File: src/sv/awsm_pkg.sv
// Shared types, register indexes and tables for the adaptive 3x3 smoother.
// No dependencies.
`default_nettype none
package awsm_pkg;

   localparam int AWSM_MAX_SIDE = 4096;
   localparam int AWSM_LATENCY  = 12;
   localparam int AWSM_RECIP_SHIFT = 18;

   typedef enum logic [1:0] {
      CSR_IMAGE_WIDTH  = 2'd0,
      CSR_IMAGE_HEIGHT = 2'd1,
      CSR_THRESHOLD    = 2'd2,
      CSR_ADAPTIVE     = 2'd3
   } awsm_csr_type;

   typedef logic [8:0][31:0] awsm_win_type;

   typedef struct packed {
      awsm_win_type win;
      logic [8:0]   kept;
   } awsm_beat_type;

   // window weights 1 2 1 / 2 8 2 / 1 2 1
   function automatic logic [3:0] awsm_weight(input logic [3:0] k);
      logic [3:0] w;
      unique case (k)
         4'd4: w = 4'd8;
         4'd1, 4'd3, 4'd5, 4'd7: w = 4'd2;
         default: w = 4'd1;
      endcase
      return w;
   endfunction

   // floor(2^18 / d) + 1: exact floor quotient for dividends below 8192
   function automatic logic [18:0] awsm_recip(input logic [4:0] d);
      logic [18:0] r;
      unique case (d)
         5'd1:  r = 19'd262145;
         5'd2:  r = 19'd131073;
         5'd3:  r = 19'd87382;
         5'd4:  r = 19'd65537;
         5'd5:  r = 19'd52429;
         5'd6:  r = 19'd43691;
         5'd7:  r = 19'd37450;
         5'd8:  r = 19'd32769;
         5'd9:  r = 19'd29128;
         5'd10: r = 19'd26215;
         5'd11: r = 19'd23832;
         5'd12: r = 19'd21846;
         5'd13: r = 19'd20165;
         5'd14: r = 19'd18725;
         5'd15: r = 19'd17477;
         5'd16: r = 19'd16385;
         5'd17: r = 19'd15421;
         5'd18: r = 19'd14564;
         5'd19: r = 19'd13798;
         5'd20: r = 19'd13108;
         default: r = 19'd0;
      endcase
      return r;
   endfunction

endpackage
`default_nettype wire

File: src/sv/awsm_reject.sv
// One channel of outlier rejection: kept-sample sum, then distance test.
// Depends on awsm_pkg.
`default_nettype none
module awsm_reject import awsm_pkg::*; (
   input  wire logic          clock,
   input  wire logic          reset,
   input  wire logic [1:0]    chan_sel,
   input  wire logic [7:0]    threshold,
   input  wire logic          enable,
   input  wire logic          in_valid,
   input  wire awsm_beat_type in_beat,
   output logic               out_valid,
   output awsm_beat_type      out_beat
);

   logic          a_valid_ff;
   awsm_beat_type a_beat_ff;
   logic [11:0]   a_sum_ff, a_sum_in;
   logic [3:0]    a_n_ff, a_n_in;
   logic          b_valid_ff;
   awsm_beat_type b_beat_ff, b_beat_in;

   // stage A: sum and count of kept samples
   always_comb begin
      a_sum_in = '0;
      a_n_in   = '0;
      for (int k = 0; k < 9; k++) begin
         if (in_beat.kept[k]) begin
            a_sum_in = a_sum_in + 12'(in_beat.win[k][{chan_sel, 3'b000} +: 8]);
            a_n_in   = a_n_in + 4'd1;
         end
      end
   end

   // stage B: drop samples with |n*v - sum| > T*n
   always_comb begin
      logic [11:0] prod;
      logic [12:0] diff;
      logic [11:0] dev;
      logic [11:0] lim;
      b_beat_in = a_beat_ff;
      lim = 12'(threshold) * 12'(a_n_ff);
      for (int k = 0; k < 9; k++) begin
         prod = 12'(a_n_ff) * 12'(a_beat_ff.win[k][{chan_sel, 3'b000} +: 8]);
         diff = {1'b0, prod} - {1'b0, a_sum_ff};
         dev  = diff[12] ? 12'(-diff) : diff[11:0];
         if (enable && a_beat_ff.kept[k] && (dev > lim)) begin
            b_beat_in.kept[k] = 1'b0;
         end
      end
   end

   always_ff @(posedge clock) begin
      if (reset) begin
         a_valid_ff <= 1'b0;
         b_valid_ff <= 1'b0;
      end else begin
         a_valid_ff <= in_valid;
         b_valid_ff <= a_valid_ff;
      end
      a_beat_ff <= in_beat;
      a_sum_ff  <= a_sum_in;
      a_n_ff    <= a_n_in;
      b_beat_ff <= b_beat_in;
   end

   assign out_valid = b_valid_ff;
   assign out_beat  = b_beat_ff;

endmodule
`default_nettype wire

File: config.mk
export PLATFORM = sky130hd
export DESIGN_NAME = awsm_reject
export DESIGN_NICKNAME = d
export VERILOG_FILES = /design/src/sv/awsm_pkg.sv /design/src/sv/awsm_reject.sv
export SDC_FILE = /design/constraint.sdc
export NUM_CORES = 2
export LEC_CHECK = 0
export ABC_AREA = 1
export BUFFER_PORTS_ARGS = -buffer_cell sky130_fd_sc_hd__buf_4
export CAP_MARGIN = 30
export CORE_MARGIN = 2
export CORE_UTILIZATION = 45
export DETAILED_ROUTE_END_ITERATION = 7
export PLACE_DENSITY = 0.76
export SETUP_SLACK_MARGIN = 0.1
export SYNTH_ARGS = -nofsm -noshare
export SYNTH_HDL_FRONTEND = slang
export SYNTH_SLANG_ARGS = --single-unit
File: constraint.sdc
create_clock -name clock -period 12.3 [get_ports clock]
set_input_delay 2.46 -clock clock [delete_from_list [all_inputs] [get_ports clock]]
set_output_delay 2.46 -clock clock [all_outputs]
set_load 0.01 [all_outputs]
==> impl_results.md <==
- Yosys Warn Count: 0
- Crit path max fanout: 47
- TritonRoute pass-1 iters: 6
- Post-Syn Instances: between 4,000 and 5,000
- Fin nets: approximately 6,100
- Final period utilization: 0.884
- Layout cells sized above 1: 0.162
- Asr flop ratio synth: 0
- DR iter-0 viols: 2,258
- Die ar.: 85,500 um2
- Fin crit period: 10.87 ns
- Top FF cell, synth: dfxtp_1
- DIE HEIGHT: between 200 and 300 um
- Slew HR: 0.368
- Dominant cell type by area after synthesis: dfxtp_1
- Synth area leaders: dfxtp_1, ha_1, fa_1
- Chip width: 292 um
- CP max stage cell: fa_1
- Crit-path max cell delay: between 0.5 and 0.6 ns
- CP most frequent cell: nand2_1
- Largest buffer count on any clock path: 3
- Clock sinks: about 610
- DRC viols: 0
- Post-Route WL: 128,000 um
- H-tree depth: 2
- CP delay by family, top: adder cells
- Routed length per instance: 20.2 um
- Via count: 33,200
- Final Max Slew Viols: 0
- Final Setup Violations: 0
- Dpl hpwl: 102,000 um
- CP startpoint kind: input pin
- I/O Pins: 609
- Port buffer count: 608
- Clock root buffer: clkbuf_16
- CP arrival: 11.40 ns
- Worst clock skew: 0.0316 ns
- EDFF count, synth: 0
- CP endpoint kind: register
- Max Fclk: 0.0920 GHz
- Placer Congestion: around 0.96
- Vias in the first global route: 32,300
- Fin Setup TNS: 0 ns
- #FFs+latches synth: 612
- Most frequent cell after synthesis: nand2_1
- Synthesized area: 37,400 um2
- First-pass GRT wire length: 190,000 um
- Outcome: completed
- Syn Nets: 5,538
- Crit path required time: 12.83 ns
- Initial core utilization: 0.455
- Clk pin slew, worst setup/hold paths: 0.07 ns
- Post-synthesis sequential area ratio: 0.327
- Worst Path Buf+Inv: 8
- Core area: 82,200 um2
- Initial antenna violation count: 16
- Synth top area share: 0.327
- Syn Area/Cell: 8.11 um2
- Post_cts resized: 0
- Crit path kind: in -> reg
- Clock Latency Late Sink: about 0.67 ns
- Vias per inst: 5.27
- Final hold viol count: 0
- Gr ovfl total: 0
- Clock buffer count from CTS: 61
- Setup repair after global routing missed its margin: no
- Layout Area Growth over Synthesis: 21.1%
- Synth cell types: 55
- Worst hold path class: reg -> reg
- Overall Global Routing Usage: 0.292
- Max-cap viol count: 0
- Slew @ Worst Pin: about 0.94 ns
- Postcts setup bufs: 0
- DRT antenna net count: 0
- Commonest cells in the netlist: nand2_1, inv_1, dfxtp_1
- Fill cell count: 7,543
- Row Count: 105
- Largest net degree at the start of global routing: 89
- Cts hold-fix bufs: 0
- TritonCTS clock tree: built
logic make-up (layout without fill, tap and decap cells):
kind of cell               count (synthesis)  after routing  synth area share
and+or+nand+nor                         1756           1756             0.195
xor gates and xnor gates                 230            230            0.0538
buffers and inverters                    796           1416            0.0828
AOI/OAI and AO/OA                        609            609            0.0924
adders and majority gates                612            612             0.248
DFF                                      612            612             0.327
other                                      0              2                 0
metrics by stage:
step                      std cells  hold slack, ns   util  setup WS (ns)  cell area (um2)
final                          6307           0.329  0.551           1.43            45300
after CTS                      6305           0.339  0.551           1.51            45300
after floorplan                4615           0.331      -           1.40            37400
after global routing           6307           0.346  0.551          0.670            45300
after detailed placement       6190           0.335  0.523          0.876            43000
after global placement         6189           0.332  0.523          0.927            43000
worst paths after layout:
path | start | endpoint | slack [ns] | depth (start not counted)
worst max-delay path | chan_sel[0] | a_sum_ff[11] | 1.43 | 51
worst min-delay path | a_beat_ff[145] | out_beat[145] | 0.33 | 0
worst max register to register | a_n_ff[3] | out_beat[2] | 5.21 | 24
worst min register to register | a_beat_ff[145] | out_beat[145] | 0.33 | 0
registers in the layout (all words and copies together) (netlist names):
name / cells
out_valid: 1
a_n_ff: 4
a_beat_ff: 297
out_beat: 297
a_valid_ff: 1
a_sum_ff: 12
layer usage:
metal  vias up  wire, um  GRT usage
li1      15800         -          -
met1     15700     52500      0.376
met2      1355     58600      0.479
met3       263     11600     0.0679
met4        14      4940      0.102
met5         -        87          0
placed cells by master, fill, tap and decap left out, drive strengths merged, types with 17 or more instances in the layout:
master     n
inv      652
a21oi    215
ha       394
nand3    241
nand4     26
dfxtp    612
xor2     169
clkinv    20
clkbuf    72
a31oi     17
o22ai     58
xnor2     61
o21bai    17
nor2     388
fa       218
buf      651
nand2   1013
nor3      53
o21ai    235
worst register-to-register path, delay by kind of cell, from the launching register on:
kind                     cells  cell delay, ns
buffers and inverters        3            0.71
AO/OA/AOI/OAI                4            0.95
flip-flops                   1            0.77
XOR/XNOR                     2            0.94
adder cells (fa/ha/maj)      5            2.27
AND/OR/NAND/NOR             10            1.32
cell type report:
| class | instances | area (um2) | area share |
|---|---|---|---|
| sequential | 612 | 12300 | 0.270 |
| clock inverter | 43 | 653 | 0.0144 |
| clock buffer | 72 | 1650 | 0.0363 |
| inverter | 650 | 2450 | 0.0541 |
| antenna | 2 | 5.00 | 0.000110 |
| timing repair buffer | 651 | 4910 | 0.108 |
| multi-input combinational | 3207 | 22100 | 0.487 |
| tap | 1070 | 1340 | 0.0295 |
Power is not shown: default switching activity piles up to over one toggle a cycle in this logic, so the estimate is an artifact.
